`config.mk`:
```
export PLATFORM = sky130hd
export DESIGN_NAME = min_euclidean_distance_tracker_unit
export DESIGN_NICKNAME = d
export VERILOG_FILES = /design/src/rtl/medt_pkg.sv /design/src/rtl/medt_sqacc.sv /design/src/rtl/medt_root_cell.sv /design/src/rtl/min_euclidean_distance_tracker_unit.sv
export SDC_FILE = /design/constraint.sdc
export NUM_CORES = 2
export LEC_CHECK = 0
export ABC_AREA = 1
export ABC_CLOCK_PERIOD_IN_PS = 65800
export BUFFER_PORTS_ARGS = -buffer_cell sky130_fd_sc_hd__buf_2
export CAP_MARGIN = 0
export CORE_MARGIN = 5
export CORE_UTILIZATION = 45
export CTS_CLUSTER_SIZE = 14
export DETAILED_ROUTE_END_ITERATION = 12
export MAX_ROUTING_LAYER = met4
export SLEW_MARGIN = 20
export SYNTH_ARGS = -nofsm -noshare
export SYNTH_HDL_FRONTEND = slang
export SYNTH_SLANG_ARGS = --single-unit
```
`constraint.sdc`:
```
create_clock -name clk -period 65.8 [get_ports clk]
set_input_delay 3.29 -clock clk [delete_from_list [all_inputs] [get_ports clk]]
set_output_delay 3.29 -clock clk [all_outputs]
set_load 0.01 [all_outputs]
```
`src/rtl/medt_pkg.sv`:
```
// ============================================================================
// medt_pkg - shared types and constants
// Distance widths, reset values and the tag that rides along the root chain.
// ============================================================================
package medt_pkg;

  // Width and ceiling of a distance in Q9.16 metres
  localparam int unsigned DIST_W = 25;
  localparam logic [DIST_W-1:0] DIST_MAX = 25'h1FF_FFFF;

  // Reset value of the per-frame start minimum: 100 m in Q9.16
  localparam logic [DIST_W-1:0] MIN_START_RESET = 25'd6553600;

  // Side information of one item, carried from cell to cell
  typedef struct packed {
    logic part_valid;
    logic frame_last;
    logic sat;
  } medt_tag_t;

endpackage

```
`src/rtl/medt_sqacc.sv`:
```
// ============================================================================
// medt_sqacc - absolute differences and sum of squares
// Take the three difference magnitudes, keep their low DW bits, flag any past
// the range, sum their squares on one shared multiplier, one axis per cycle.
// ============================================================================
module medt_sqacc
  import medt_pkg::*;
#(
  parameter int unsigned CW = 24,
  parameter int unsigned DW = 24,
  parameter int unsigned SW = 50
) (
  input  logic                 clk,
  input  logic                 rst,
  input  logic                 start,
  input  logic signed [CW-1:0] tool_x,
  input  logic signed [CW-1:0] tool_y,
  input  logic signed [CW-1:0] tool_z,
  input  logic signed [CW-1:0] part_x,
  input  logic signed [CW-1:0] part_y,
  input  logic signed [CW-1:0] part_z,
  input  medt_tag_t            tag_in,
  output logic                 done,
  output logic [SW-1:0]        sum,
  output medt_tag_t            tag
);

  localparam logic [2:0] ST_IDLE = 3'd0;
  localparam logic [2:0] ST_SQX  = 3'd1;
  localparam logic [2:0] ST_SQY  = 3'd2;
  localparam logic [2:0] ST_SQZ  = 3'd3;
  localparam logic [2:0] ST_ACC  = 3'd4;
  localparam logic [2:0] ST_DONE = 3'd5;

  logic [2:0]          step;
  logic [2:0]          step_next;
  logic [DW-1:0]       comp [3];
  logic [DW-1:0]       comp_next [3];
  logic                sat_next;
  logic [DW-1:0]       sel;
  logic [2*DW-1:0]     prod;
  logic [SW-1:0]       acc;
  logic signed [CW:0]  diff [3];
  logic [CW:0]         mag [3];
  logic signed [CW-1:0] pt [3];
  logic signed [CW-1:0] tl [3];

  assign pt[0] = part_x;
  assign pt[1] = part_y;
  assign pt[2] = part_z;
  assign tl[0] = tool_x;
  assign tl[1] = tool_y;
  assign tl[2] = tool_z;

  // Magnitude of each axis difference; anything past the output range saturates
  always_comb begin
    sat_next = 1'b0;
    for (int i = 0; i < 3; i++) begin
      diff[i] = {pt[i][CW-1], pt[i]} - {tl[i][CW-1], tl[i]};
      mag[i]  = diff[i][CW] ? (CW+1)'(-diff[i]) : (CW+1)'(diff[i]);
      comp_next[i] = mag[i][DW-1:0];
      if (64'(mag[i]) > 64'(DIST_MAX)) begin
        sat_next = 1'b1;
      end
    end
  end

  always_comb begin
    case (step)
      ST_SQX:  sel = comp[0];
      ST_SQY:  sel = comp[1];
      ST_SQZ:  sel = comp[2];
      default: sel = '0;
    endcase
  end

  always_comb begin
    case (step)
      ST_IDLE: step_next = start ? ST_SQX : ST_IDLE;
      ST_SQX:  step_next = ST_SQY;
      ST_SQY:  step_next = ST_SQZ;
      ST_SQZ:  step_next = ST_ACC;
      ST_ACC:  step_next = ST_DONE;
      default: step_next = ST_IDLE;
    endcase
  end

  always_ff @(posedge clk) begin
    if (rst) begin
      step <= ST_IDLE;
    end else begin
      step <= step_next;
    end
  end

  always_ff @(posedge clk) begin
    if (step == ST_IDLE && start) begin
      comp    <= comp_next;
      tag     <= '{part_valid: tag_in.part_valid, frame_last: tag_in.frame_last,
                   sat: sat_next};
      acc     <= '0;
    end
    prod <= sel * sel;
    if (step == ST_SQY || step == ST_SQZ || step == ST_ACC) begin
      acc <= acc + SW'(prod);
    end
  end

  assign done = (step == ST_DONE);
  assign sum  = acc;

endmodule

```
`src/rtl/medt_root_cell.sv`:
```
// ============================================================================
// medt_root_cell - one digit of the restoring square root
// Shift in two radicand bits, try the next root bit, hand the result on.
// ============================================================================
module medt_root_cell
  import medt_pkg::*;
#(
  parameter int unsigned RW = 25,
  parameter int unsigned SW = 50
) (
  input  logic          clk,
  input  logic          rst,
  input  logic          en,
  input  logic          tok_in,
  input  medt_tag_t     tag_in,
  input  logic [RW+1:0] rem_in,
  input  logic [RW-1:0] root_in,
  input  logic [SW-1:0] rad_in,
  output logic          tok,
  output medt_tag_t     tag,
  output logic [RW+1:0] rem,
  output logic [RW-1:0] root,
  output logic [SW-1:0] rad
);

  logic [RW+1:0] rem_sh;
  logic [RW+1:0] trial;
  logic          take;

  assign rem_sh = {rem_in[RW-1:0], rad_in[SW-1:SW-2]};
  assign trial  = {root_in, 2'b01};
  assign take   = (rem_sh >= trial);

  always_ff @(posedge clk) begin
    if (rst) begin
      tok <= 1'b0;
    end else if (en) begin
      tok <= tok_in;
    end
  end

  always_ff @(posedge clk) begin
    if (en) begin
      tag  <= tag_in;
      rem  <= take ? rem_sh - trial : rem_sh;
      root <= {root_in[RW-2:0], take};
      rad  <= {rad_in[SW-3:0], 2'b00};
    end
  end

endmodule

```
`src/rtl/min_euclidean_distance_tracker_unit.sv`:
```
// ============================================================================
// min_euclidean_distance_tracker_unit - 3D distance and per-frame minimum
// Distance from a tool point to a body point as a truncated integer square
// root in Q9.16, plus the running minimum over the valid points of a frame.
// ============================================================================
//
//  Channel  Signals                                Direction  Beat
//  -------  -------------------------------------  ---------  -------------------
//  in       in_valid/in_ready, tool_*, part_*,     sink       one point pair
//           part_valid, frame_last
//  out      out_valid/out_ready, distance,         source     one result
//           distance_valid, frame_minimum, result_last
//  cfg      cfg_wr_en, cfg_wr_data                 sink       min_start write
//
//  One beat is in flight at a time: from accept to out_valid it passes the
//  differences and three squares, then one root bit per digit cell down the
//  chain (RW = root width, 25 for 24-bit coordinates).
//  in_ready returns as the result lands in the output register, so a new
//  beat is taken while that result waits. A stalled output holds the chain
//  at its last cell; reset loads 100 m.
//
module min_euclidean_distance_tracker_unit
  import medt_pkg::*;
#(
  parameter int unsigned COORD_WIDTH = 24
) (
  input  logic                          clk,
  input  logic                          rst,
  input  logic                          in_valid,
  output logic                          in_ready,
  input  logic signed [COORD_WIDTH-1:0] tool_x,
  input  logic signed [COORD_WIDTH-1:0] tool_y,
  input  logic signed [COORD_WIDTH-1:0] tool_z,
  input  logic signed [COORD_WIDTH-1:0] part_x,
  input  logic signed [COORD_WIDTH-1:0] part_y,
  input  logic signed [COORD_WIDTH-1:0] part_z,
  input  logic                          part_valid,
  input  logic                          frame_last,
  output logic                          out_valid,
  input  logic                          out_ready,
  output logic [DIST_W-1:0]             distance,
  output logic                          distance_valid,
  output logic [DIST_W-1:0]             frame_minimum,
  output logic                          result_last,
  input  logic                          cfg_wr_en,
  input  logic [DIST_W-1:0]             cfg_wr_data
);

  // Components are cut to DW bits, at most the distance width, before squaring
  localparam int unsigned DW = (COORD_WIDTH > DIST_W) ? DIST_W : COORD_WIDTH;
  localparam int unsigned SW = 2 * DW + 2;   // sum of three squares
  localparam int unsigned RW = SW / 2;       // root bits, one cell each

  logic              inflight;
  logic              accept;
  logic              adv;
  logic              take_out;
  logic [DIST_W-1:0] min_start;
  logic [DIST_W-1:0] running_minimum;
  logic [DIST_W-1:0] dist_next;
  logic [DIST_W-1:0] min_next;
  logic [31:0]       root_wide;

  logic              sq_done;
  logic [SW-1:0]     sq_sum;
  medt_tag_t         sq_tag;
  medt_tag_t         in_tag;

  // Chain taps: index 0 feeds the first cell, index RW is the last cell
  logic              tok_c  [RW+1];
  medt_tag_t         tag_c  [RW+1];
  logic [RW+1:0]     rem_c  [RW+1];
  logic [RW-1:0]     root_c [RW+1];
  logic [SW-1:0]     rad_c  [RW+1];

  assign in_ready = !inflight;
  assign accept   = in_valid && in_ready;
  assign in_tag   = '{part_valid: part_valid, frame_last: frame_last, sat: 1'b0};

  // Hold the chain while the finished root waits on a full output register
  assign adv      = !(tok_c[RW] && out_valid && !out_ready);
  assign take_out = tok_c[RW] && adv;

  medt_sqacc #(
    .CW (COORD_WIDTH),
    .DW (DW),
    .SW (SW)
  ) u_sqacc (
    .clk    (clk),
    .rst    (rst),
    .start  (accept),
    .tool_x (tool_x),
    .tool_y (tool_y),
    .tool_z (tool_z),
    .part_x (part_x),
    .part_y (part_y),
    .part_z (part_z),
    .tag_in (in_tag),
    .done   (sq_done),
    .sum    (sq_sum),
    .tag    (sq_tag)
  );

  assign tok_c[0]  = sq_done;
  assign tag_c[0]  = sq_tag;
  assign rem_c[0]  = '0;
  assign root_c[0] = '0;
  assign rad_c[0]  = sq_sum;

  for (genvar i = 0; i < RW; i++) begin : g_cell
    medt_root_cell #(
      .RW (RW),
      .SW (SW)
    ) u_cell (
      .clk     (clk),
      .rst     (rst),
      .en      (adv),
      .tok_in  (tok_c[i]),
      .tag_in  (tag_c[i]),
      .rem_in  (rem_c[i]),
      .root_in (root_c[i]),
      .rad_in  (rad_c[i]),
      .tok     (tok_c[i+1]),
      .tag     (tag_c[i+1]),
      .rem     (rem_c[i+1]),
      .root    (root_c[i+1]),
      .rad     (rad_c[i+1])
    );
  end

  // Final distance: zero for a skipped point, saturate past the Q9.16 range
  assign root_wide = 32'(root_c[RW]);

  always_comb begin
    if (!tag_c[RW].part_valid) begin
      dist_next = '0;
    end else if (tag_c[RW].sat || root_wide > 32'(DIST_MAX)) begin
      dist_next = DIST_MAX;
    end else begin
      dist_next = root_wide[DIST_W-1:0];
    end
    // Replace only on a strictly smaller valid distance
    if (tag_c[RW].part_valid && dist_next < running_minimum) begin
      min_next = dist_next;
    end else begin
      min_next = running_minimum;
    end
  end

  always_ff @(posedge clk) begin
    if (rst) begin
      inflight        <= 1'b0;
      out_valid       <= 1'b0;
      min_start       <= MIN_START_RESET;
      running_minimum <= MIN_START_RESET;
    end else begin
      if (cfg_wr_en) begin
        min_start <= cfg_wr_data;
      end
      if (accept) begin
        inflight <= 1'b1;
      end else if (take_out) begin
        inflight <= 1'b0;
      end
      if (take_out) begin
        out_valid       <= 1'b1;
        // Reload the start value once the frame closes
        running_minimum <= tag_c[RW].frame_last ? min_start : min_next;
      end else if (out_ready) begin
        out_valid <= 1'b0;
      end
    end
  end

  always_ff @(posedge clk) begin
    if (take_out) begin
      distance       <= dist_next;
      distance_valid <= tag_c[RW].part_valid;
      frame_minimum  <= min_next;
      result_last    <= tag_c[RW].frame_last;
    end
  end

endmodule
```
Yosys cells after proc, flatten, opt, wreduce, memory -nomap -nowiden --
Cells that the tools add are included.
Operators by class: add/sub/neg operators 31, multipliers 1, $lt $le $gt $ge 27, equality and inequality tests 5, mux-type cells 40, reduce and logical (&&, ||, !) cells 15
Operators by type and width (count):
- $mux W25 | 27
- $mux W50 | 2
- $sub A24 B24 Y25 | 3
- $mux W24 | 3
- $neg A24 Y24 | 3
- $pmux W24 S3 | 1
- $add A50 B48 Y50 | 1
- $mul A24 B24 Y48 | 1
- $ge A27 B10 Y1 | 1
- $ge A27 B11 Y1 | 1
- $ge A27 B12 Y1 | 1
- $ge A27 B13 Y1 | 1
- $ge A27 B14 Y1 | 1
- $ge A27 B15 Y1 | 1
- $ge A27 B16 Y1 | 1
- $ge A27 B17 Y1 | 1
- $ge A27 B18 Y1 | 1
- $ge A27 B19 Y1 | 1
- $ge A27 B20 Y1 | 1
- $ge A27 B21 Y1 | 1
- $ge A27 B22 Y1 | 1
- $ge A27 B23 Y1 | 1
- $ge A27 B24 Y1 | 1
- $ge A27 B25 Y1 | 1
- 46 further kinds | 62
Word-level totals: bits in registers 1857, input bits 176, output and inout bits 54

Logic depth before layout (Yosys ltp) --
word-level depth 7, depth in mapped cells 36

By module --
A second synthesis with hierarchy kept.
Second synthesis, totals: cell total of the unflattened synthesis 20976, area, all modules 179968.9 µm²
Modules (own cells, without submodules):
- medt_root_cell at g_cell[0].u_cell ... | instances 20, cells an instance 644, area an instance 5720.5 µm², seq. area each 3113.0 µm²
- medt_sqacc | instances 1, cells an instance 4288, area an instance 31920.6 µm², seq. area each 4724.5 µm²
- medt_root_cell at g_cell[6].u_cell ... | instances 4, cells an instance 644, area an instance 5716.7 µm², seq. area each 3113.0 µm²
- medt_root_cell at g_cell[11].u_cell | instances 1, cells an instance 644, area an instance 5736.8 µm², seq. area each 3113.0 µm²
- min_euclidean_distance_tracker_unit | instances 1, cells an instance 588, area an instance 5034.8 µm², seq. area each 2602.5 µm²

Worst setup path before layout --
OpenSTA, ideal clock, no wires.
path type input to register, from input out_ready, to register g_cell[0].u_cell.rad[10] (enable), arrival time 45.221 ns, slack 18.070 ns, cell stages on the path 5, path buffers 1, cells stage by stage inv_1 > nand2_1 > nor2_1 > clkinv_1 > clkbuf_1
On the way: cells in the longest elaborated chain, start to end 2
Ends and longest elaborated chain:
- from (decl) | line min_euclidean_distance_tracker_unit.sv:40 | input logic out_ready,
- $logic_not A1 Y1 | line min_euclidean_distance_tracker_unit.sv:81 | assign adv = !(tok_c[RW] && out_valid && !out_ready);
- $logic_and A1 B1 Y1 | line min_euclidean_distance_tracker_unit.sv:81
- to (signal assigned) | line medt_root_cell.sv:47 | rad <= {rad_in[SW-3:0], 2'b00};
- to (decl) | line medt_root_cell.sv:23 | output logic [SW-1:0] rad
Every way passes these cells. A chain may end at the register's enable or synchronous reset.

Worst setup path in the final report --
from register u_sqacc.step[1], to register u_sqacc.prod[42]
On the way: cells in the longest elaborated chain, start to end 3, elaborated cells between the ends (all ways) 5, classes of those cells mul: 1; eq/ne: 3; mux: 1
Ends and longest elaborated chain:
- from (decl) | line medt_sqacc.sv:35 | logic [2:0] step;
- from (signal assigned) | line medt_sqacc.sv:92 | step <= step_next;
- $eq A3 B2 Y1 / $eq A3 B1 Y1 (equally long branches) | line medt_sqacc.sv:69 | case (step)
- $pmux W24 S3 (*) | line medt_sqacc.sv:69
- $mul A24 B24 Y48 (*) | line medt_sqacc.sv:103 | prod <= sel * sel;
- to (signal assigned) | line medt_sqacc.sv:103
- to (decl) | line medt_sqacc.sv:41 | logic [2*DW-1:0] prod;
Every way passes the cells marked *; elsewhere a longest branch is shown, timed or not.

==> summary.txt <==
Logic synthesis
  – Post-synth EDFFs: 1719
  – Post-synthesis cell area: 113000 um^2
  – Synth warnings: 0
  – Synth Flop Type: edfxtp_1
  – Syn nets: 13300
  – Syn_area_per_cell: 9.42 um^2
  – Yosys reg bits: 1846
  – Seq/Total Area, Yosys: 48.0%
  – Yosys cell types: 71
  – Post-synth ARST share: 0%
  – Syn Inst Count: 12000

Die
  – # IOs: 230
  – Die ar.: 261000 um^2
  – Initial core utilization: 45.3%
  – Die X: 511 um
  – Core ar.: 249000 um^2
  – # rows: 183
  – Chip Height: 511 um

Detailed routing
  – Post-route ant nets: 0
  – WL per Instance: 18.5 um
  – TritonRoute pass-1 iters: 6
  – Residual DRC count: 0
  – WL final: 291 mm
  – Drt initial violations: 5556
  – Via-per-instance ratio: 5.07
  – Vias: 80000

Cells and area
  – Leading cell type in the layout, fill and taps excluded: nand2_1
  – P&R area growth vs syn: 10.2%
  – Fraction of layout cells with a size suffix above 1: 5.84%
  – Final non-filler cell area: 124000 um^2
  – Final non-filler cell total: 15800
  – Nets: 13600
  – Most frequent cells in the layout: nand2_1, inv_1, edfxtp_1, nor2_1, a21oi_1

GRT
  – First-pass GRT wire length: 456 mm
  – Initial antenna violation count: 3
  – Vias in the first global route: 80400
  – Largest net degree at the start of global routing: 169
  – Total global-route track usage: 22.6%
  – Gr ovfl total: 0

Placement
  – Inst Count DP: 15400
  – Placed inst area: 118000 um^2
  – Final HPWL DP: 229 mm
  – GPL Wtd Cong: 0.920
  – PortBufs: 229

Worst setup path
  – CP max FO: 25
  – Most used cell, CP: inv_1
  – CP max-delay cell: inv_1
  – CP endpoint kind: flip-flop
  – Crit start category: flip-flop
  – Crit path buffers/inverters: 12
  – Crit path kind: reg -> reg
  – Arrival time of the worst setup path: 9.65 ns
  – Critical path's top delay family: adder cells
  – Worst path max stage delay: 0.88 ns
  – WP data required: 66.50 ns

Clock tree
  – Hold bufs inserted after CTS: 0
  – CTS max path bufs: 3
  – CTS resizes: 0
  – Clk slew on worst S/H paths: 0.06 ns
  – H-tree depth: 4
  – Post-CTS Setup Repair Bufs: 0
  – CTS tree: yes
  – Num CTS Buffers: 194
  – CTS Root Cell: clkbuf_16
  – Sink Count: 1846
  – Clock Latency Late Sink: 0.85 ns

Timing
  – Skew final: 0.0653 ns
  – Slew Limit Fails: 0
  – Setup TNS: 0 ns
  – Fin. Hold Viols: 0
  – RSZ-0062 raised after global routing: no
  – Fmax: 112 MHz
  – Fin crit share: 13.6%
  – Final setup fails: 0
  – Tmin final: 8.95 ns
  – Actual slew at the worst max-slew pin: 1.14 ns
  – Slew margin rel.: 23.8%

Pwr
  – Leakage: 58.3 nW
  – Worst VDD drop: 0.0265 mV
  – Power, Total: 4.39 mW
  – Power Dens Cells: 35.3 nW/um^2

Run
  – Max-cap violation count: 0

Hold path
  – HP Class: reg -> reg

Outcome
  – Status: finished, final reports clean
## power by group
part | internal (mW) | switching, mW | leakage [nW]
combinational | 0.478 | 0.908 | 36.6
sequential | 1.66 | 0.221 | 18.5
clock | 0.643 | 0.470 | 3.16
## cell usage after synthesis, types with 18 or more instances
cell | count | share of area (%)
nor2_1 | 1030 | 3.4
a31oi_1 | 52 | 0.29
a21o_1 | 55 | 0.37
fa_1 | 436 | 7.7
nor4_1 | 52 | 0.29
clkbuf_1 | 54 | 0.18
a21oi_1 | 717 | 3.2
nand3_1 | 475 | 2.1
inv_1 | 2209 | 7.4
o21ai_1 | 44 | 0.20
nand3b_1 | 37 | 0.25
nand2_2 | 26 | 0.14
xnor2_1 | 230 | 1.8
xor2_1 | 313 | 2.4
buf_2 | 83 | 0.37
ha_1 | 666 | 7.4
nand2_1 | 2453 | 8.2
nand4_1 | 114 | 0.63
o21bai_1 | 47 | 0.31
nor3_1 | 120 | 0.53
dfxtp_1 | 127 | 2.3
o21a_1 | 24 | 0.16
edfxtp_1 | 1719 | 46
o211ai_1 | 18 | 0.12
or2_2 | 35 | 0.19
nor2_2 | 21 | 0.12
o21ai_0 | 616 | 2.7
## state kept, by name, indices dropped and copies added (netlist names)
signal and cells:
g_cell.u_cell.rem 568, distance_valid 1, frame_minimum 25, g_cell.u_cell.tag 50
u_sqacc.step 3, out_valid 1, u_sqacc.comp 72, g_cell.u_cell.root 325
distance 25, g_cell.u_cell.tok 25, u_sqacc.prod 47, u_sqacc.tag 2
result_last 1, g_cell.u_cell.rad 600, min_start 25, u_sqacc.sum 50
running_minimum 25, inflight 1
## cell families (layout without fill, tap and decap cells)
kind of cell | Yosys count | after routing | share of synthesized area [%]
adder cells (fa/ha/maj) | 1102 | 1102 | 15.1
AO/OA/AOI/OAI | 1675 | 1675 | 8.12
multiplexers | 1 | 1 | 0.00998
other | 1 | 3 | 0.00332
buffers and inverters | 2393 | 2866 | 8.20
flip-flops | 1846 | 1846 | 48.0
XOR/XNOR | 543 | 543 | 4.22
AND/OR/NAND/NOR | 4418 | 4418 | 16.3
## area by class of cell
class | count | area, um^2
clock inverters | 112 | 1410
fillers | 23400 | 125000
repair buffers | 285 | 1580
well taps | 3330 | 4170
clock buffers | 244 | 5190
inverters | 2225 | 8360
flip-flops and latches | 1846 | 54200
multi-input cells | 7740 | 49400
diodes | 2 | 5.00
## routing by layer
metal | vias to the layer above | wire length [um] | global-route usage [%]
met2 | 1548 | 148000 | 39.6
met3 | 419 | 9730 | 2.22
met1 | 38100 | 126000 | 28.2
met4 | 0 | 7850 | 5.88
met5 | - | 0 | -
li1 | 39900 | - | -
## worst reg2reg max path: cells and delay by family, from the launching register on
family                     cells  cell delay (ns)
adders and majority gates      8             3.97
and+or+nand+nor                9             2.36
buffers and inverters         12             1.78
DFF                            1             0.41
AOI/OAI and AO/OA              2             0.22
xor gates and xnor gates       1             0.13
## per-stage QoR
| stage | util [%] | hold WS [ns] | setup WS, ns |
|---|---|---|---|
| 2_1_floorplan | - | 0.400 | 18.07 |
| 3_3_place_gp | 47.2 | 0.401 | 56.80 |
| 3_5_place_dp | 47.2 | 0.405 | 56.78 |
| 4_1_cts | 49.9 | 0.375 | 56.90 |
| 5_1_grt | 49.9 | 0.389 | 56.18 |
| 6_report | 49.9 | 0.379 | 56.85 |
## final timing paths
path | from | slack, ns | cells after the start | endpoint
worst max-delay path | u_sqacc.step[1]$_SDFF_PP0_ | 56.85 | 32 | u_sqacc.prod[42]$_DFF_P_
worst min-delay path | g_cell[5].u_cell.rad[39]$_DFFE_PN_ | 0.38 | 0 | g_cell[6].u_cell.rad[41]$_DFFE_PN_
worst max register to register | u_sqacc.step[1]$_SDFF_PP0_ | 56.85 | 32 | u_sqacc.prod[42]$_DFF_P_
worst min register to register | g_cell[5].u_cell.rad[39]$_DFFE_PN_ | 0.38 | 0 | g_cell[6].u_cell.rad[41]$_DFFE_PN_
No activity file was read; power rests on OpenSTA's default activity.
